File: config.mk
export PLATFORM = sky130hd
export DESIGN_NAME = unordered_max_priority_queue_unit_flat
export DESIGN_NICKNAME = d
export VERILOG_FILES = /design/src/umpq_pkg.sv /design/src/umpq_if.sv /design/src/unordered_max_priority_queue_unit.sv /design/src/umpq_cell.sv /design/src/flat_wrapper.sv
export SDC_FILE = /design/constraint.sdc
export NUM_CORES = 2
export LEC_CHECK = 0
export ABC_AREA = 1
export BUFFER_PORTS_ARGS = -buffer_cell sky130_fd_sc_hd__buf_2
export CAP_MARGIN = 5
export CORE_UTILIZATION = 40
export DETAILED_ROUTE_END_ITERATION = 8
export PLACE_DENSITY = 0.64
export SLEW_MARGIN = 10
export SYNTH_ARGS = -nofsm -noshare
export SYNTH_HDL_FRONTEND = slang
export SYNTH_SLANG_ARGS = --single-unit
File: constraint.sdc
create_clock -name i_clk -period 4.5 [get_ports i_clk]
set_clock_uncertainty 0.05 [all_clocks]
set_input_delay 1.125 -clock i_clk [delete_from_list [all_inputs] [get_ports i_clk]]
set_output_delay 1.125 -clock i_clk [all_outputs]
set_load 0.05 [all_outputs]
File: src/umpq_pkg.sv
// Package for the unordered max-priority queue unit.
// Holds the field widths, operation codes, status codes and the controller state type.
// No dependencies.
`default_nettype none

package umpq_pkg;

    localparam int VALUE_W = 32;
    localparam int STATUS_W = 2;
    localparam int COUNT_W = 5;

    // Operation codes of an input word.
    localparam logic OP_INSERT = 1'b0;
    localparam logic OP_EXTRACT = 1'b1;

    typedef enum logic [STATUS_W-1:0] {
        ST_OK        = 2'd0,
        ST_OVERFLOW  = 2'd1,
        ST_UNDERFLOW = 2'd2
    } t_status;

    typedef enum logic [1:0] {
        S_IDLE,
        S_SCAN,
        S_DONE
    } t_state;

endpackage

`default_nettype wire

File: src/umpq_if.sv
// Handshake interfaces for the input and result channels of the queue unit.
// Depends on umpq_pkg for the field widths.
`default_nettype none

interface umpq_in_if;
    logic                                 valid;
    logic                                 ready;
    logic                                 operation;
    logic signed [umpq_pkg::VALUE_W-1:0]  value;

    modport source (output valid, output operation, output value, input ready);
    modport sink (input valid, input operation, input value, output ready);
endinterface

interface umpq_out_if;
    logic                                 valid;
    logic                                 ready;
    logic        [umpq_pkg::STATUS_W-1:0] status;
    logic signed [umpq_pkg::VALUE_W-1:0]  result_value;
    logic        [umpq_pkg::COUNT_W-1:0]  entry_count;

    modport source (output valid, output status, output result_value, output entry_count,
                    input ready);
    modport sink (input valid, input status, input result_value, input entry_count,
                  output ready);
endinterface

`default_nettype wire

File: src/unordered_max_priority_queue_unit.sv
// Insert and underflowing extract: the result goes from the done state to the output
// register once it is free; the next word is taken after that. Successful extract: a
// scan token walks the cell chain one cell per cycle, then the result goes the same way.
// The chain length of DEPTH cells sets the extract latency.
// Synchronous active-low reset clears the count, the scan and the output; entries are not
// cleared and only entries below the count are ever used.
`default_nettype none

module unordered_max_priority_queue_unit #(
    parameter int DEPTH = 16
) (
    input  wire logic        i_clk,
    input  wire logic        i_rst_n,
    umpq_in_if.sink          i_in,
    umpq_out_if.source       o_out
);

    localparam int IDX_W = $clog2(DEPTH);
    localparam int CNT_W = $clog2(DEPTH + 1);
    localparam int VW = umpq_pkg::VALUE_W;
    localparam int OUT_CNT_W = umpq_pkg::COUNT_W;
    localparam int TOK_W = 2 * VW + IDX_W + 2;
    localparam int WR_W = VW + IDX_W + 1;

    // The scan token carries the running maximum, where it was found and the value of
    // the last stored entry, which refills the slot that the maximum leaves.
    typedef struct packed {
        logic                  valid;
        logic                  have;
        logic signed [VW-1:0]  max;
        logic [IDX_W-1:0]      best;
        logic signed [VW-1:0]  last;
    } t_token;

    // One write command is broadcast to every cell; the cell whose index matches loads it.
    typedef struct packed {
        logic                  en;
        logic [IDX_W-1:0]      idx;
        logic signed [VW-1:0]  data;
    } t_write;

    umpq_pkg::t_state     r_state;
    umpq_pkg::t_state     n_state;
    logic [CNT_W-1:0]     r_count;
    logic [CNT_W-1:0]     n_count;
    umpq_pkg::t_status    r_res_status;
    umpq_pkg::t_status    n_res_status;
    logic signed [VW-1:0] r_res_value;
    logic signed [VW-1:0] n_res_value;
    logic                 r_out_valid;
    umpq_pkg::t_status    r_out_status;
    logic signed [VW-1:0] r_out_value;
    logic [CNT_W-1:0]     r_out_count;
    logic                 w_in_accept;
    logic                 w_out_load;
    t_token               w_tok_launch;
    t_token               w_tok_exit;
    t_write               w_wr;
    logic [TOK_W-1:0]     w_chain [DEPTH+1];

    assign i_in.ready = (r_state == umpq_pkg::S_IDLE);
    assign w_in_accept = i_in.valid && i_in.ready;
    assign w_out_load = (r_state == umpq_pkg::S_DONE) && (!r_out_valid || o_out.ready);

    assign w_chain[0] = w_tok_launch;
    assign w_tok_exit = t_token'(w_chain[DEPTH]);

    for (genvar g = 0; g < DEPTH; g++) begin : g_cell
        umpq_cell #(
            .DEPTH    (DEPTH),
            .CELL_IDX (g)
        ) u_cell (
            .i_clk   (i_clk),
            .i_rst_n (i_rst_n),
            .i_count (r_count),
            .i_tok   (w_chain[g]),
            .o_tok   (w_chain[g+1]),
            .i_wr    (WR_W'(w_wr))
        );
    end

    // Controller: a non-full insert writes at the count, a non-empty extract launches a
    // token and, when it leaves the chain, moves the last entry into the maximum's slot.
    always_comb begin
        n_state = r_state;
        n_count = r_count;
        n_res_status = r_res_status;
        n_res_value = r_res_value;
        w_tok_launch = '0;
        w_wr = '0;
        unique case (r_state)
            umpq_pkg::S_IDLE: begin
                if (w_in_accept) begin
                    n_res_status = umpq_pkg::ST_OK;
                    n_res_value = '0;
                    n_state = umpq_pkg::S_DONE;
                    if (i_in.operation == umpq_pkg::OP_INSERT) begin
                        if (r_count == CNT_W'(DEPTH)) begin
                            n_res_status = umpq_pkg::ST_OVERFLOW;
                        end else begin
                            w_wr.en = 1'b1;
                            w_wr.idx = IDX_W'(r_count);
                            w_wr.data = i_in.value;
                            n_count = r_count + CNT_W'(1);
                        end
                    end else if (r_count == '0) begin
                        n_res_status = umpq_pkg::ST_UNDERFLOW;
                    end else begin
                        w_tok_launch.valid = 1'b1;
                        n_state = umpq_pkg::S_SCAN;
                    end
                end
            end
            umpq_pkg::S_SCAN: begin
                if (w_tok_exit.valid) begin
                    w_wr.en = 1'b1;
                    w_wr.idx = w_tok_exit.best;
                    w_wr.data = w_tok_exit.last;
                    n_count = r_count - CNT_W'(1);
                    n_res_value = w_tok_exit.max;
                    n_state = umpq_pkg::S_DONE;
                end
            end
            umpq_pkg::S_DONE: begin
                if (w_out_load) begin
                    n_state = umpq_pkg::S_IDLE;
                end
            end
            default: begin
                n_state = umpq_pkg::S_IDLE;
            end
        endcase
    end

    always_ff @(posedge i_clk) begin
        if (!i_rst_n) begin
            r_state <= umpq_pkg::S_IDLE;
            r_count <= '0;
            r_out_valid <= 1'b0;
        end else begin
            r_state <= n_state;
            r_count <= n_count;
            if (w_out_load) begin
                r_out_valid <= 1'b1;
            end else if (o_out.ready) begin
                r_out_valid <= 1'b0;
            end
        end
    end

    always_ff @(posedge i_clk) begin
        r_res_status <= n_res_status;
        r_res_value <= n_res_value;
        if (w_out_load) begin
            r_out_status <= r_res_status;
            r_out_value <= r_res_value;
            r_out_count <= r_count;
        end
    end

    assign o_out.valid = r_out_valid;
    assign o_out.status = r_out_status;
    assign o_out.result_value = r_out_value;
    assign o_out.entry_count = OUT_CNT_W'(r_out_count);

    // The count never passes the capacity.
    a_count_bound: assert property (@(posedge i_clk) disable iff (!i_rst_n)
        r_count <= CNT_W'(DEPTH))
        else $error("entry count exceeds capacity");

    // A token leaves the chain only while the controller waits for it.
    a_token_in_scan: assert property (@(posedge i_clk) disable iff (!i_rst_n)
        w_tok_exit.valid |-> (r_state == umpq_pkg::S_SCAN))
        else $error("scan token left the chain outside a scan");

    // An extract on a non-empty queue always starts a scan.
    a_extract_scans: assert property (@(posedge i_clk) disable iff (!i_rst_n)
        (w_in_accept && (i_in.operation == umpq_pkg::OP_EXTRACT) && (r_count != '0))
        |=> (r_state == umpq_pkg::S_SCAN))
        else $error("extract did not start a scan");

    // A successful extract removes exactly one entry.
    a_extract_shrinks: assert property (@(posedge i_clk) disable iff (!i_rst_n)
        ((r_state == umpq_pkg::S_SCAN) && w_tok_exit.valid)
        |=> (r_count == $past(r_count) - CNT_W'(1)))
        else $error("extract did not shrink the count by one");

endmodule

`default_nettype wire

File: src/umpq_cell.sv
// One storage cell of the queue chain: holds one entry and updates the scan token.
// Depends on umpq_pkg for the value width.
`default_nettype none

module umpq_cell #(
    parameter int DEPTH = 16,
    parameter int CELL_IDX = 0
) (
    input  wire logic                            i_clk,
    input  wire logic                            i_rst_n,
    input  wire logic [$clog2(DEPTH+1)-1:0]      i_count,
    input  wire logic [2*umpq_pkg::VALUE_W+$clog2(DEPTH)+1:0] i_tok,
    output logic      [2*umpq_pkg::VALUE_W+$clog2(DEPTH)+1:0] o_tok,
    input  wire logic [umpq_pkg::VALUE_W+$clog2(DEPTH):0]     i_wr
);

    localparam int IDX_W = $clog2(DEPTH);
    localparam int CNT_W = $clog2(DEPTH + 1);
    localparam int VW = umpq_pkg::VALUE_W;

    typedef struct packed {
        logic                  valid;
        logic                  have;
        logic signed [VW-1:0]  max;
        logic [IDX_W-1:0]      best;
        logic signed [VW-1:0]  last;
    } t_token;

    typedef struct packed {
        logic                  en;
        logic [IDX_W-1:0]      idx;
        logic signed [VW-1:0]  data;
    } t_write;

    t_token               w_tok_in;
    t_token               n_tok;
    t_token               r_tok;
    t_write               w_wr;
    logic signed [VW-1:0] r_entry;
    logic                 w_in_use;
    logic                 w_is_last;

    assign w_tok_in = t_token'(i_tok);
    assign w_wr = t_write'(i_wr);
    assign o_tok = r_tok;

    assign w_in_use = CNT_W'(CELL_IDX) < i_count;
    assign w_is_last = CNT_W'(CELL_IDX + 1) == i_count;

    always_ff @(posedge i_clk) begin
        if (w_wr.en && (w_wr.idx == IDX_W'(CELL_IDX))) begin
            r_entry <= w_wr.data;
        end
    end

    // Strictly greater keeps the lowest index among equal maxima.
    always_comb begin
        n_tok = w_tok_in;
        if (w_tok_in.valid && w_in_use) begin
            if (!w_tok_in.have || (r_entry > w_tok_in.max)) begin
                n_tok.have = 1'b1;
                n_tok.max = r_entry;
                n_tok.best = IDX_W'(CELL_IDX);
            end
            if (w_is_last) begin
                n_tok.last = r_entry;
            end
        end
    end

    always_ff @(posedge i_clk) begin
        if (!i_rst_n) begin
            r_tok <= '0;
        end else begin
            r_tok <= n_tok;
        end
    end

endmodule

`default_nettype wire
File: src/flat_wrapper.sv
// flat-port wrapper written by rule: the top's interface ports become plain ports
module unordered_max_priority_queue_unit_flat 
#(
    parameter int DEPTH = 16
)
  (i_clk, i_rst_n, i_in_valid, i_in_operation, i_in_value, i_in_ready, o_out_valid, o_out_status, o_out_result_value, o_out_entry_count, o_out_ready);
  umpq_in_if i_in_i ();
  umpq_out_if o_out_i ();
  input  wire logic i_clk;
  input  wire logic i_rst_n;
  input wire logic [$bits(i_in_i.valid)-1:0] i_in_valid;
  input wire logic [$bits(i_in_i.operation)-1:0] i_in_operation;
  input wire logic [$bits(i_in_i.value)-1:0] i_in_value;
  output wire logic [$bits(i_in_i.ready)-1:0] i_in_ready;
  output wire logic [$bits(o_out_i.valid)-1:0] o_out_valid;
  output wire logic [$bits(o_out_i.status)-1:0] o_out_status;
  output wire logic [$bits(o_out_i.result_value)-1:0] o_out_result_value;
  output wire logic [$bits(o_out_i.entry_count)-1:0] o_out_entry_count;
  input wire logic [$bits(o_out_i.ready)-1:0] o_out_ready;
  assign i_in_i.valid = i_in_valid;
  assign i_in_i.operation = i_in_operation;
  assign i_in_i.value = i_in_value;
  assign i_in_ready = i_in_i.ready;
  assign o_out_valid = o_out_i.valid;
  assign o_out_status = o_out_i.status;
  assign o_out_result_value = o_out_i.result_value;
  assign o_out_entry_count = o_out_i.entry_count;
  assign o_out_i.ready = o_out_ready;
  unordered_max_priority_queue_unit #(.DEPTH(DEPTH)) u_core (.i_clk(i_clk), .i_rst_n(i_rst_n), .i_in(i_in_i), .o_out(o_out_i));
endmodule
==> results.yml <==
outcome:
  outcome: "completed"
worst_setup_path:
  crit_chain: "ha_1, nand4_1, nor3_1, nand2_1, nand2_1, nand2_1, nand2_1, nand2_1, nand2_1, nand2_1, nand2_2, buf_4, nand3_1, nand2_1, nor2_1"
  slowest_stage: "nand2_2"
  crit_fanout: 61
  crit_top_cell: "nand2_1"
  cp-start-kind: "register"
  arrival_ns: 4.01
  cp.required_ns: 5.14
  cpPeakStageDelay_ns: 0.84
  critPathKind: "register to register"
  reg2reg_slack_ns: 1.14
  cp-end-kind: "register"
clock_tree:
  clk_latency_ns: 0.82
  clk_pin_slew_ns: 0.06
  cts_setup_buffers: 0
  cts_resized: 0
  clk_path_buf_depth: 3
  h-tree-depth: 4
  cts_sinks: 1697
  tritoncts: "built"
  cts_root_buf: "clkbuf_16"
  hold_buffers: 0
  numCtsBuffers: 169
detailed_routing:
  drt_iter0_drc: 4558
  wirelength_um: 192000
  vias: 55100
  via_per_inst: 5.14
  detail_route.wl_per_cell_um: 17.9
  drt.antenna.violating_nets: 0
  first_pass_iters: 5
  drc: 0
global_routing:
  antenna_found_initial: 10
  grt_use_total_pct: 20.4
  grt_pass1_wl_um: 297000
  grt_max_degree: 181
  grt_pass1_vias: 53600
  overflow: 0
pwr:
  p_leak_nw: 32.5
  p_per_area_nw_per_um2: 383
  irDropWorstVdd_mv: 0.369
floorplan:
  num_rows: 156
  start_util_pct: 40.3
  die_h_um: 429
  die_w_um: 429
  core_area_um2: 181000
  die-area_um2: 184000
  ios: 78
sta:
  period_needed_ns: 3.36
  tns_ns: 0
  fin_hold_ws_ns: 0.362
  finalCritPeriodShare_pct: 74.8
  finalSetupViolCount: 0
  timing_hold_violations_final: 0
  slew_violations: 0
  max_freq_ghz: 0.297
  worstMarginPinSlew_ns: 1.20
  slew-limit-headroom_pct: 19.4
  fin_ws_ns: 1.14
  rsz0062_at_grt: "false"
synthesis:
  yosysTopAreaCellShare_pct: 30.5
  yosys-top-cells-area: "dfxtp_1 (31%), edfxtp_1 (24%), ha_1 (8.3%)"
  ys_ff_latch: 1697
  synthCells: 8274
  synth_warnings: 0
  synth_fp_nets: 8796
  ys_seq_area_share_pct: 54.7
  synth_top_flop_cell: "dfxtp_1"
  yosysTopAreaCell: "dfxtp_1"
  synth.distinct_cells: 48
  synth_edf_count: 585
  async_flop_share_pct: 0
  synth.cell_area_um2: 72900
  avgSynthCellArea_um2: 8.81
placement:
  globalplace.congestion: 0.853
  port_buffers: 77
  hpwl_um: 131000
  dp_slack_ns: 1.01
  dp.cells: 10400
finish:
  drive_gt1_share_pct: 6.69
  nets: 8726
  syn_to_final_growth_pct: 10.9
  final_common_cell: "inv_1"
  layout_common_cells: "inv_1 (1,260), a21oi_1 (1,200), dfxtp_1 (1,112)"
  final_cells: 10700
worst_hold_path:
  min_path_type: "register to register"
flow_run:
  cap_violations: 0
==> synthesized netlist by cell type (2+ instances only) <==
| cell type | number |
|---|---|
| inv_1 | 1267 |
| a21oi_1 | 1202 |
| nand2_1 | 1121 |
| dfxtp_1 | 1112 |
| nor2_1 | 753 |
| edfxtp_1 | 585 |
| nand3_1 | 545 |
| o21ai_0 | 509 |
| ha_1 | 485 |
| clkbuf_1 | 241 |
| buf_2 | 77 |
| buf_1 | 46 |
| nor3_1 | 45 |
| buf_4 | 42 |
| nand4_1 | 36 |
| o21a_1 | 35 |
| buf_6 | 34 |
| a22o_1 | 32 |
| inv_2 | 24 |
| a21o_1 | 12 |
| nor2_2 | 12 |
| o21ai_1 | 12 |
| o21bai_1 | 6 |
| nor3b_2 | 5 |
| clkinv_1 | 4 |
| nor2_4 | 3 |
| nor3_2 | 3 |
| nor4_1 | 3 |
| a32oi_1 | 2 |
| and2_1 | 2 |
| nand3b_1 | 2 |
==> cell type report <==
class	count	area, um^2
multi-input combinational	4842	26200
sequential	1697	39800
antenna	1	2.50
inverter	1295	4860
tap	2370	2970
clock inverter	76	723
fill	17100	100000
timing repair buffer	199	1390
clock buffer	243	4870
==> metal layers <==
metal  global-route usage (%)  vias to the layer above  share of wire (%)
met5                        0                        -                  0
met3                     2.69                      383                5.1
met4                     7.40                        0                3.3
met1                     25.1                    26400                 42
met2                     36.3                     1468                 50
li1                         -                    26900                  -
==> through the flow <==
stage | power [mW] | util [%] | cell area (um^2)
finish | 31.0 | 44.7 | 80800
global placement | 17.2 | 41.6 | 75200
CTS | 31.3 | 44.7 | 80800
detailed placement | 17.2 | 41.6 | 75200
floorplan | 16.9 | - | 72900
global route | 31.9 | 44.7 | 80800
==> registers in the layout, indices dropped and copies added, names as in the netlist, 2 cells and up <==
register	flops
u_core.g_cell.u_cell.o_tok	1104
u_core.g_cell.u_cell.r_entry	512
u_core.o_out.entry_count	5
u_core.o_out.result_value	32
u_core.o_out.status	2
u_core.r_count	5
u_core.r_res_status	2
u_core.r_res_value	32
u_core.r_state	2
==> report_power, final <==
part	leakage [nW]	internal, mW	total (mW)	switching, mW
combinational	15.4	0.190	0.908	0.718
clock	2.75	8.05	14.1	6.02
sequential	14.4	16.0	16.0	0.0374
total	32.5	24.2	31.0	6.78
==> final timing paths <==
path / from / to / cells past startpoint
max: u_core.g_cell[4].u_cell.r_entry[9] / u_core.g_cell[4].u_cell.o_tok[52] / 15
min: u_core.g_cell[10].u_cell.o_tok[34] / u_core.g_cell[11].u_cell.o_tok[34] / 2
max reg2reg: u_core.g_cell[4].u_cell.r_entry[9] / u_core.g_cell[4].u_cell.o_tok[52] / 15
min reg2reg: u_core.g_cell[10].u_cell.o_tok[34] / u_core.g_cell[11].u_cell.o_tok[34] / 2
==> worst max-delay path, delay by kind of cell (launching register included) <==
| kind | cells | cell delay (ns) |
|---|---|---|
| fa+ha+maj | 1 | 0.34 |
| buf+inv | 1 | 0.28 |
| flops | 1 | 0.41 |
| simple gates | 13 | 2.16 |
==> cell families after synthesis <==
family                     share of synthesized area (%)
DFF                                                 54.7
adders and majority gates                           8.33
xor gates and xnor gates                          0.0120
AOI/OAI and AO/OA                                   12.9
and+or+nand+nor                                     14.5
buffers and inverters                               9.64
No activity file was read; power rests on OpenSTA's default activity.
